==> src/design/css_pkg.sv <==
`timescale 1ns / 1ps
// css_pkg: shared types and constants of the cocktail shaker sorter
// used by css_front, css_back and cocktail_shaker_sorter_unit; no dependencies

package css_pkg;

    // capacity of the element store (2 to 64)
    localparam int MAX_ITEMS = 64;
    localparam int ADDR_W    = $clog2(MAX_ITEMS);
    localparam int CNT_W     = $clog2(MAX_ITEMS + 1);

    // request queue and result queue depth (power of two)
    localparam int Q_DEPTH = 4;
    localparam int Q_PTR_W = $clog2(Q_DEPTH);
    localparam int Q_CNT_W = $clog2(Q_DEPTH + 1);

    // what the back end does with a request
    typedef enum logic [0:0] {
        KIND_STORE = 1'b0,
        KIND_DROP  = 1'b1
    } kind_t;

    typedef struct packed {
        logic signed [31:0] value;
        logic               final_item;
    } in_item_t;

    typedef struct packed {
        logic signed [31:0] sorted_value;
        logic               final_result;
        logic               overflow;
    } out_item_t;

    // classified request as held in the queue
    typedef struct packed {
        logic signed [31:0] value;
        logic               final_item;
        kind_t              kind;
    } q_item_t;

    // queue head as seen by the back end
    typedef struct packed {
        logic    valid;
        q_item_t item;
    } q_head_t;

endpackage

==> src/design/css_front.sv <==
`timescale 1ns / 1ps
// css_front: accepts requests, classifies them as store or drop, queues them
// depends on css_pkg

module css_front
(
    input  logic              clk,
    input  logic              rst_n,
    input  logic              item_valid,
    output logic              item_stall,
    input  css_pkg::in_item_t item,
    output css_pkg::q_head_t  head,
    input  logic              pop
);

    css_pkg::q_item_t                q_mem [css_pkg::Q_DEPTH];
    logic [css_pkg::Q_PTR_W-1:0]     wr_ptr_reg;
    logic [css_pkg::Q_PTR_W-1:0]     rd_ptr_reg;
    logic [css_pkg::Q_CNT_W-1:0]     occ_reg;
    logic [css_pkg::Q_CNT_W-1:0]     occ_next;
    logic [css_pkg::CNT_W-1:0]       set_cnt_reg;
    logic [css_pkg::CNT_W-1:0]       set_cnt_next;
    logic                            push;
    logic                            do_pop;
    css_pkg::q_item_t                new_item;

    // stall only when the queue is full
    assign item_stall = (occ_reg == css_pkg::Q_CNT_W'(css_pkg::Q_DEPTH));
    assign push       = item_valid && !item_stall;
    assign do_pop     = pop && (occ_reg != '0);

    // classify against the number of items already in this set
    always_comb
    begin
        new_item.value      = item.value;
        new_item.final_item = item.final_item;
        new_item.kind       = (set_cnt_reg < css_pkg::CNT_W'(css_pkg::MAX_ITEMS))
                              ? css_pkg::KIND_STORE : css_pkg::KIND_DROP;
    end

    // set counter, back to zero after the marked request
    always_comb
    begin
        set_cnt_next = set_cnt_reg;
        if (push)
        begin
            if (item.final_item)
                set_cnt_next = '0;
            else if (set_cnt_reg < css_pkg::CNT_W'(css_pkg::MAX_ITEMS))
                set_cnt_next = set_cnt_reg + css_pkg::CNT_W'(1);
        end
    end

    // occupancy
    always_comb
    begin
        occ_next = occ_reg;
        if (push && !do_pop)
            occ_next = occ_reg + css_pkg::Q_CNT_W'(1);
        else if (!push && do_pop)
            occ_next = occ_reg - css_pkg::Q_CNT_W'(1);
    end

    always_ff @(posedge clk or negedge rst_n)
    begin
        if (!rst_n)
        begin
            wr_ptr_reg  <= '0;
            rd_ptr_reg  <= '0;
            occ_reg     <= '0;
            set_cnt_reg <= '0;
        end
        else
        begin
            occ_reg     <= occ_next;
            set_cnt_reg <= set_cnt_next;
            if (push)
                wr_ptr_reg <= wr_ptr_reg + css_pkg::Q_PTR_W'(1);
            if (do_pop)
                rd_ptr_reg <= rd_ptr_reg + css_pkg::Q_PTR_W'(1);
        end
    end

    // queue storage
    always_ff @(posedge clk)
    begin
        if (push)
            q_mem[wr_ptr_reg] <= new_item;
    end

    assign head.valid = (occ_reg != '0);
    assign head.item  = q_mem[rd_ptr_reg];

endmodule

==> src/design/css_back.sv <==
`timescale 1ns / 1ps
// css_back: element store, shaker sort sequencer and result queue
// depends on css_pkg

module css_back
(
    input  logic               clk,
    input  logic               rst_n,
    input  css_pkg::q_head_t   head,
    output logic               pop,
    output logic               result_valid,
    input  logic               result_stall,
    output css_pkg::out_item_t result
);

    typedef enum logic [6:0] {
        S_LOAD    = 7'b0000001,
        S_START   = 7'b0000010,
        S_FWD     = 7'b0000100,
        S_FWD_END = 7'b0001000,
        S_BWD     = 7'b0010000,
        S_BWD_END = 7'b0100000,
        S_OUT     = 7'b1000000
    } state_t;

    state_t                          state_reg;
    state_t                          state_next;
    logic [css_pkg::CNT_W-1:0]       count_reg;
    logic [css_pkg::CNT_W-1:0]       count_next;
    logic                            dropped_reg;
    logic                            dropped_next;
    logic [css_pkg::ADDR_W-1:0]      left_reg;
    logic [css_pkg::ADDR_W-1:0]      left_next;
    logic [css_pkg::ADDR_W-1:0]      right_reg;
    logic [css_pkg::ADDR_W-1:0]      right_next;
    logic [css_pkg::ADDR_W-1:0]      rp_reg;
    logic [css_pkg::ADDR_W-1:0]      rp_next;
    logic                            iss_reg;
    logic                            iss_next;
    logic                            rv_reg;
    logic                            rv_next;
    logic [css_pkg::ADDR_W-1:0]      ra_reg;
    logic signed [31:0]              carry_reg;
    logic signed [31:0]              carry_next;

    // element store, one write and one registered read per cycle
    logic signed [31:0]              mem [css_pkg::MAX_ITEMS];
    logic signed [31:0]              rdata_reg;
    logic                            we;
    logic [css_pkg::ADDR_W-1:0]      waddr;
    logic signed [31:0]              wdata;
    logic                            re;

    // result queue
    css_pkg::out_item_t              oq_mem [css_pkg::Q_DEPTH];
    logic [css_pkg::Q_PTR_W-1:0]     oq_wr_reg;
    logic [css_pkg::Q_PTR_W-1:0]     oq_rd_reg;
    logic [css_pkg::Q_CNT_W-1:0]     oq_occ_reg;
    logic                            oq_push;
    logic                            oq_pop;
    css_pkg::out_item_t              oq_item;

    logic [css_pkg::CNT_W-1:0]       cnt_m1;
    logic [css_pkg::ADDR_W-1:0]      last_idx;
    logic [css_pkg::ADDR_W-1:0]      r_dec;
    logic [css_pkg::ADDR_W-1:0]      l_inc;
    logic                            d_lt;
    logic                            room;
    logic                            is_last;

    assign cnt_m1   = count_reg - css_pkg::CNT_W'(1);
    assign last_idx = cnt_m1[css_pkg::ADDR_W-1:0];
    assign r_dec    = right_reg - css_pkg::ADDR_W'(1);
    assign l_inc    = left_reg + css_pkg::ADDR_W'(1);
    assign d_lt     = (rdata_reg < carry_reg);
    assign is_last  = (ra_reg == last_idx);
    assign room     = ((oq_occ_reg + css_pkg::Q_CNT_W'(rv_reg))
                       < css_pkg::Q_CNT_W'(css_pkg::Q_DEPTH));
    assign oq_pop   = (oq_occ_reg != '0) && !result_stall;

    // sequencer
    always_comb
    begin
        state_next   = state_reg;
        count_next   = count_reg;
        dropped_next = dropped_reg;
        left_next    = left_reg;
        right_next   = right_reg;
        rp_next      = rp_reg;
        iss_next     = iss_reg;
        rv_next      = 1'b0;
        carry_next   = carry_reg;
        we           = 1'b0;
        waddr        = count_reg[css_pkg::ADDR_W-1:0];
        wdata        = head.item.value;
        re           = 1'b0;
        pop          = 1'b0;
        oq_push      = 1'b0;
        oq_item.sorted_value = rdata_reg;
        oq_item.final_result = is_last;
        oq_item.overflow     = dropped_reg;

        unique case (state_reg)
            S_LOAD:
            begin
                if (head.valid)
                begin
                    pop = 1'b1;
                    if (head.item.kind == css_pkg::KIND_STORE)
                    begin
                        we         = 1'b1;
                        count_next = count_reg + css_pkg::CNT_W'(1);
                    end
                    else
                    begin
                        dropped_next = 1'b1;
                    end
                    if (head.item.final_item)
                        state_next = S_START;
                end
            end

            S_START:
            begin
                left_next  = '0;
                right_next = last_idx;
                rp_next    = '0;
                iss_next   = 1'b1;
                if (count_reg > css_pkg::CNT_W'(1))
                    state_next = S_FWD;
                else
                    state_next = S_OUT;
            end

            // forward pass: carry the largest toward the right bound
            S_FWD:
            begin
                re      = iss_reg;
                rv_next = iss_reg;
                if (iss_reg)
                begin
                    if (rp_reg == right_reg)
                        iss_next = 1'b0;
                    else
                        rp_next = rp_reg + css_pkg::ADDR_W'(1);
                end
                if (rv_reg)
                begin
                    if (ra_reg == left_reg)
                    begin
                        carry_next = rdata_reg;
                    end
                    else
                    begin
                        we         = 1'b1;
                        waddr      = ra_reg - css_pkg::ADDR_W'(1);
                        wdata      = d_lt ? rdata_reg : carry_reg;
                        carry_next = d_lt ? carry_reg : rdata_reg;
                    end
                    if (ra_reg == right_reg)
                        state_next = S_FWD_END;
                end
            end

            S_FWD_END:
            begin
                we         = 1'b1;
                waddr      = right_reg;
                wdata      = carry_reg;
                right_next = r_dec;
                if (left_reg < r_dec)
                begin
                    rp_next    = r_dec;
                    iss_next   = 1'b1;
                    state_next = S_BWD;
                end
                else
                begin
                    rp_next    = '0;
                    iss_next   = 1'b1;
                    state_next = S_OUT;
                end
            end

            // backward pass: carry the smallest toward the left bound
            S_BWD:
            begin
                re      = iss_reg;
                rv_next = iss_reg;
                if (iss_reg)
                begin
                    if (rp_reg == left_reg)
                        iss_next = 1'b0;
                    else
                        rp_next = rp_reg - css_pkg::ADDR_W'(1);
                end
                if (rv_reg)
                begin
                    if (ra_reg == right_reg)
                    begin
                        carry_next = rdata_reg;
                    end
                    else
                    begin
                        we         = 1'b1;
                        waddr      = ra_reg + css_pkg::ADDR_W'(1);
                        wdata      = d_lt ? carry_reg : rdata_reg;
                        carry_next = d_lt ? rdata_reg : carry_reg;
                    end
                    if (ra_reg == left_reg)
                        state_next = S_BWD_END;
                end
            end

            S_BWD_END:
            begin
                we        = 1'b1;
                waddr     = left_reg;
                wdata     = carry_reg;
                left_next = l_inc;
                if (l_inc < right_reg)
                begin
                    rp_next    = l_inc;
                    iss_next   = 1'b1;
                    state_next = S_FWD;
                end
                else
                begin
                    rp_next    = '0;
                    iss_next   = 1'b1;
                    state_next = S_OUT;
                end
            end

            // stream the sorted store into the result queue
            S_OUT:
            begin
                re      = iss_reg && room;
                rv_next = iss_reg && room;
                if (iss_reg && room)
                begin
                    if (rp_reg == last_idx)
                        iss_next = 1'b0;
                    else
                        rp_next = rp_reg + css_pkg::ADDR_W'(1);
                end
                if (rv_reg)
                begin
                    oq_push = 1'b1;
                    if (is_last)
                    begin
                        count_next   = '0;
                        dropped_next = 1'b0;
                        left_next    = '0;
                        right_next   = '0;
                        state_next   = S_LOAD;
                    end
                end
            end

            default:
            begin
                state_next = S_LOAD;
            end
        endcase
    end

    // control registers
    always_ff @(posedge clk or negedge rst_n)
    begin
        if (!rst_n)
        begin
            state_reg   <= S_LOAD;
            count_reg   <= '0;
            dropped_reg <= 1'b0;
            left_reg    <= '0;
            right_reg   <= '0;
            rp_reg      <= '0;
            iss_reg     <= 1'b0;
            rv_reg      <= 1'b0;
            oq_wr_reg   <= '0;
            oq_rd_reg   <= '0;
            oq_occ_reg  <= '0;
        end
        else
        begin
            state_reg   <= state_next;
            count_reg   <= count_next;
            dropped_reg <= dropped_next;
            left_reg    <= left_next;
            right_reg   <= right_next;
            rp_reg      <= rp_next;
            iss_reg     <= iss_next;
            rv_reg      <= rv_next;
            if (oq_push)
                oq_wr_reg <= oq_wr_reg + css_pkg::Q_PTR_W'(1);
            if (oq_pop)
                oq_rd_reg <= oq_rd_reg + css_pkg::Q_PTR_W'(1);
            if (oq_push && !oq_pop)
                oq_occ_reg <= oq_occ_reg + css_pkg::Q_CNT_W'(1);
            else if (!oq_push && oq_pop)
                oq_occ_reg <= oq_occ_reg - css_pkg::Q_CNT_W'(1);
        end
    end

    // payload registers
    always_ff @(posedge clk)
    begin
        carry_reg <= carry_next;
        ra_reg    <= rp_reg;
    end

    // element store
    always_ff @(posedge clk)
    begin
        if (we)
            mem[waddr] <= wdata;
        if (re)
            rdata_reg <= mem[rp_reg];
    end

    // result queue storage
    always_ff @(posedge clk)
    begin
        if (oq_push)
            oq_mem[oq_wr_reg] <= oq_item;
    end

    assign result_valid = (oq_occ_reg != '0);
    assign result       = oq_mem[oq_rd_reg];

    // a pass only runs on a window of at least two elements
    a_window: assert property (@(posedge clk) disable iff (!rst_n)
        (state_reg == S_FWD || state_reg == S_BWD) |-> (left_reg < right_reg))
        else $error("sort pass running on an empty window");

    // returning read data stays inside the window
    a_read_in_window: assert property (@(posedge clk) disable iff (!rst_n)
        ((state_reg == S_FWD || state_reg == S_BWD) && rv_reg)
        |-> (ra_reg >= left_reg && ra_reg <= right_reg))
        else $error("read outside the sort window");

    // a store request never finds the element store full
    a_store_room: assert property (@(posedge clk) disable iff (!rst_n)
        (state_reg == S_LOAD && head.valid && head.item.kind == css_pkg::KIND_STORE)
        |-> (count_reg < css_pkg::CNT_W'(css_pkg::MAX_ITEMS)))
        else $error("store request with the element store full");

    // the read credit keeps the result queue from overflowing
    a_oq_room: assert property (@(posedge clk) disable iff (!rst_n)
        oq_push |-> (oq_occ_reg < css_pkg::Q_CNT_W'(css_pkg::Q_DEPTH)))
        else $error("push into a full result queue");

endmodule

==> src/design/cocktail_shaker_sorter_unit.sv <==
`timescale 1ns / 1ps
// Usage: a set of signed 32-bit values enters on the item channel, one per
// request, the last one marked with final_item. Up to 64 values are kept;
// further requests of the set are dropped and flag overflow on every result.
// After the marked request the store is sorted ascending in place by
// alternating forward and backward passes, then streamed out on the result
// channel, one value per request, the last marked with final_result.
// Both channels: a request moves at a clock edge with valid high, stall low.
// Loading passes each request through a 4-entry request queue.
// Sorting does one compare-swap per cycle against the element store (one read,
// one write), with a closing write of the carried value at the end of each pass.
// Output then runs at one result per cycle while the result queue has room.
// A stalled receiver holds the result queue; the sorter waits on it without
// losing results, and requests of the next set keep queueing meanwhile.
// Reset (rst_n low, asynchronous) empties both queues and the set; the
// element store is not cleared and needs no clearing pass.
// Depends on css_pkg, css_front and css_back.

module cocktail_shaker_sorter_unit
(
    input  logic               clk,
    input  logic               rst_n,
    input  logic               item_valid,
    output logic               item_stall,
    input  css_pkg::in_item_t  item,
    output logic               result_valid,
    input  logic               result_stall,
    output css_pkg::out_item_t result
);

    css_pkg::q_head_t head;
    logic             pop;

    // request side
    css_front u_front
    (
        .clk        (clk),
        .rst_n      (rst_n),
        .item_valid (item_valid),
        .item_stall (item_stall),
        .item       (item),
        .head       (head),
        .pop        (pop)
    );

    // sort and result side
    css_back u_back
    (
        .clk          (clk),
        .rst_n        (rst_n),
        .head         (head),
        .pop          (pop),
        .result_valid (result_valid),
        .result_stall (result_stall),
        .result       (result)
    );

endmodule

==> config.mk <==
export PLATFORM = sky130hd
export DESIGN_NAME = cocktail_shaker_sorter_unit
export DESIGN_NICKNAME = d
export VERILOG_FILES = /design/src/design/css_pkg.sv /design/src/design/css_front.sv /design/src/design/css_back.sv /design/src/design/cocktail_shaker_sorter_unit.sv
export SDC_FILE = /design/constraint.sdc
export NUM_CORES = 2
export LEC_CHECK = 0
export ABC_CLOCK_PERIOD_IN_PS = 14700
export BUFFER_PORTS_ARGS = -buffer_cell sky130_fd_sc_hd__buf_2
export CAP_MARGIN = 15
export CORE_AREA = 5 5 427 429
export DETAILED_ROUTE_END_ITERATION = 6
export DIE_AREA = 0 0 432 434
export MAX_ROUTING_LAYER = met4
export PLACE_DENSITY = 0.78
export SKIP_CTS_REPAIR_TIMING = 1
export SLEW_MARGIN = 40
export SYNTH_ARGS = -nofsm -noshare
export SYNTH_HDL_FRONTEND = slang
export SYNTH_HIERARCHICAL = 1
export SYNTH_SLANG_ARGS = --single-unit
==> constraint.sdc <==
create_clock -name clk -period 14.7 [get_ports clk]
set_input_delay 1.47 -clock clk [delete_from_list [all_inputs] [get_ports clk]]
set_output_delay 1.47 -clock clk [all_outputs]
set_load 0.02 [all_outputs]
==> results.md <==
* Outcome: finished, final reports clean
* Final nets at approximately 4700
* Worst-case headroom to the max-slew limit at around 38%
* Worst Skew at a little under 0.06 ns
* GPL Wtd Cong at 0.878
* Mapped Nets at between 4000 and 5000
* Clk_lat worst skew at about 0.87 ns
* Antenna-violating nets left at 0
* Die X at 432 um
* Final Hold Fails at 0
* Peak Freq at roughly 0.18 GHz
* HPWL Detailed at ~140000 um
* Row count at between 150 and 200
* Most common cell after layout, fill and taps aside: edfxtp_1
* Drt drc at 0
* RSZ-0062 raised after global routing: false
* GRT overflow at 0
* Fraction of layout cells with a size suffix above 1 at 29.8%
* Depth of the CTS H-tree at 4
* Die H at 434 um
* Global-route wire length before repair at ~370000 um
* Deepest clock path buffer count at 3
* Worst Hold Class: reg -> reg
* Vias in the first global route at ~50000
* Family with the most delay on the worst path: compound AO/OA/AOI/OAI gates
* Most frequent cells in the layout: edfxtp_1, mux4_2, clkbuf_16, nand2_1, buf_4
* Worst-path clk slew at about 0.060 ns
* CTS Root Buffer Type: clkbuf_16
* Placed cell count at between 6000 and 7000
* Core Footprint at about 180000 um2
* Filler Cells Inserted at roughly 11000
* Largest regs: u_back/mem (2048), u_back/oq_mem (136), u_front/q_mem (136)
* GRT Total Usage at roughly 29%
* Startpoint types: flip-flop
* FF+latch count, synth at approximately 2400
* Worst Setup End Kind: flip-flop
* Total number of vias at ~50000
* Cell Area, Synth at ~97000 um2
* Largest net degree at the start of global routing at 94
* Number of port buffers at 72
* WP data required at 15.18 ns
* Cell Count, Final, Fillers Out at ~7200
* Initial core utilization at approximately 55%
* WL/cell at 35.9 um
* Cell breakdown of the critical path: xor2_1 -> nand2b_1 -> a221o_1 -> a2111o_2 -> a2111oi_2 -> nand4_1 -> nor3_4 -> buf_4
* Area Growth Syn to Fin at 12.0%
* Final Slew Violations at 0
* Leakage at 0.0334 uW
* Ys flop type: edfxtp_1
* Boundary Pins at between 70 and 80
* DP Area at roughly 100000 um2
* TritonCTS clock tree: built
* Syn Inst Count at ~4400
* Seq/Total Area, Yosys at about 75%
* CP peak stage delay at around 0.86 ns
* Ys async rst share at around 2.3%
* Biggest register: u_back/mem
* TritonCTS Sinks at approximately 2400
* Worst Path Max Fanout at 33
* Area of the multi-input gates at between 20000 and 25000 um2
* 1st-pass router iterations at 5
* Worst-Margin Slew at roughly 0.93 ns
* Die area at around 190000 um2
* Min Hold Slack at a little over 0.5 ns
* CP Class: reg -> reg
* Final setup viols at 0
* Netlist cell types at 85
* Worst vdd ir at 0.185 mV
* Tmin final at 5.54 ns
* Drt via density at approximately 6.9
* Initial antenna violation count at 13
* Synth warn at 6
* FF/Latch Area at 73100 um2
* Tcrit/Tclk final at between 30% and 40%
* Flip-flop count of the largest register after layout at ~2000
* Max-Cap Viols at 0
* Iteration-0 DRC Markers at roughly 8000
* Setup tns final at 0 ns
* Slowest stage cell, crit path: nor3_4
* Drt total wl at roughly 260000 um
* TritonCTS buffer count at between 200 and 250
* CP Buf/Inv Count at 1
* Number of synthesized flops with an enable pin at ~2400
* Mapped Avg Cell Area at about 22 um2
* Post-Layout Inst Area at 109000 um2
* Power Density at a little under 200 nW/um2
* Worst EP arrival at around 6.0 ns
-- per-layer routing --
layer	track usage (%)	vias up	part of all wire (%)
li1	-	19200	-
met5	-	-	0
met2	44.8	3882	49
met3	6.74	601	13
met1	37.7	26000	34
met4	9.20	0	3.8
-- synth_stat cells (37+ instances only) --
library cell / number / share of area, %
edfxtp_1: 2384 / 74
mux4_2: 725 / 17
clkbuf_1: 173 / 0.67
nand2_1: 130 / 0.50
nor3_1: 88 / 0.45
nand4_1: 75 / 0.48
inv_1: 67 / 0.26
buf_1: 66 / 0.25
ha_1: 63 / 0.81
nor2_1: 63 / 0.24
dfrtp_1: 55 / 1.4
nand3_1: 55 / 0.28
xnor2_1: 43 / 0.39
a22o_1: 37 / 0.33
o21ai_0: 37 / 0.19
-- worst paths after layout --
path,end,depth (start not counted),slack (ns),from
hold / removal,u_back/oq_occ_reg[2]$_DFFE_PN0P_,1,0.52,u_back/oq_occ_reg[2]$_DFFE_PN0P_
setup reg to reg,u_back/mem[13][7]$_DFFE_PP_,8,9.16,u_back/state_reg[5]$_DFFE_PN0P_
hold reg to reg,u_back/oq_occ_reg[2]$_DFFE_PN0P_,1,0.52,u_back/oq_occ_reg[2]$_DFFE_PN0P_
min in group asynchronous,u_front/occ_reg[2]$_DFFE_PN0P_,2,0.63,rst_n
setup / recovery,u_back/mem[13][7]$_DFFE_PP_,8,9.16,u_back/state_reg[5]$_DFFE_PN0P_
max in group asynchronous,u_back/state_reg[0]$_DFFE_PN1P_,3,13.42,rst_n
-- per-stage QoR --
step / total power (uW) / util [%] / setup WS, ns
after floorplan: 13300 / - / 7.73
after global placement: 15200 / 56.9 / 9.12
after detailed placement: 15400 / 57.2 / 9.23
after CTS: 21200 / 61.2 / 9.25
after global routing: 21900 / 61.3 / 9.07
final: 21200 / 61.3 / 9.16
-- power by group --
part / internal, uW / switching [uW]
Sequential: 9260 / 310
Clock: 3160 / 2560
Combinational: 2110 / 3830
-- layout make-up --
type                            count  area share (%)
Clock buffer                      278            5.41
Tap cell                         2355            2.70
Multi-Input combinational cell   1662            21.7
Clock inverter                    134            1.11
Inverter                           68           0.234
Antenna cell                       14          0.0321
Sequential cell                  2446            67.1
Timing Repair Buffer              229            1.68
-- logic make-up after synthesis --
logic type      after synthesis  synth area share (%)
mux                         779                  17.4
xor+xnor                     77                 0.752
simple gates                502                  2.67
fa+ha+maj                    66                 0.872
flops                      2446                  75.1
compound gates              238                  1.87
buf+inv                     336                  1.34
No activity file was read; power rests on OpenSTA's default activity.
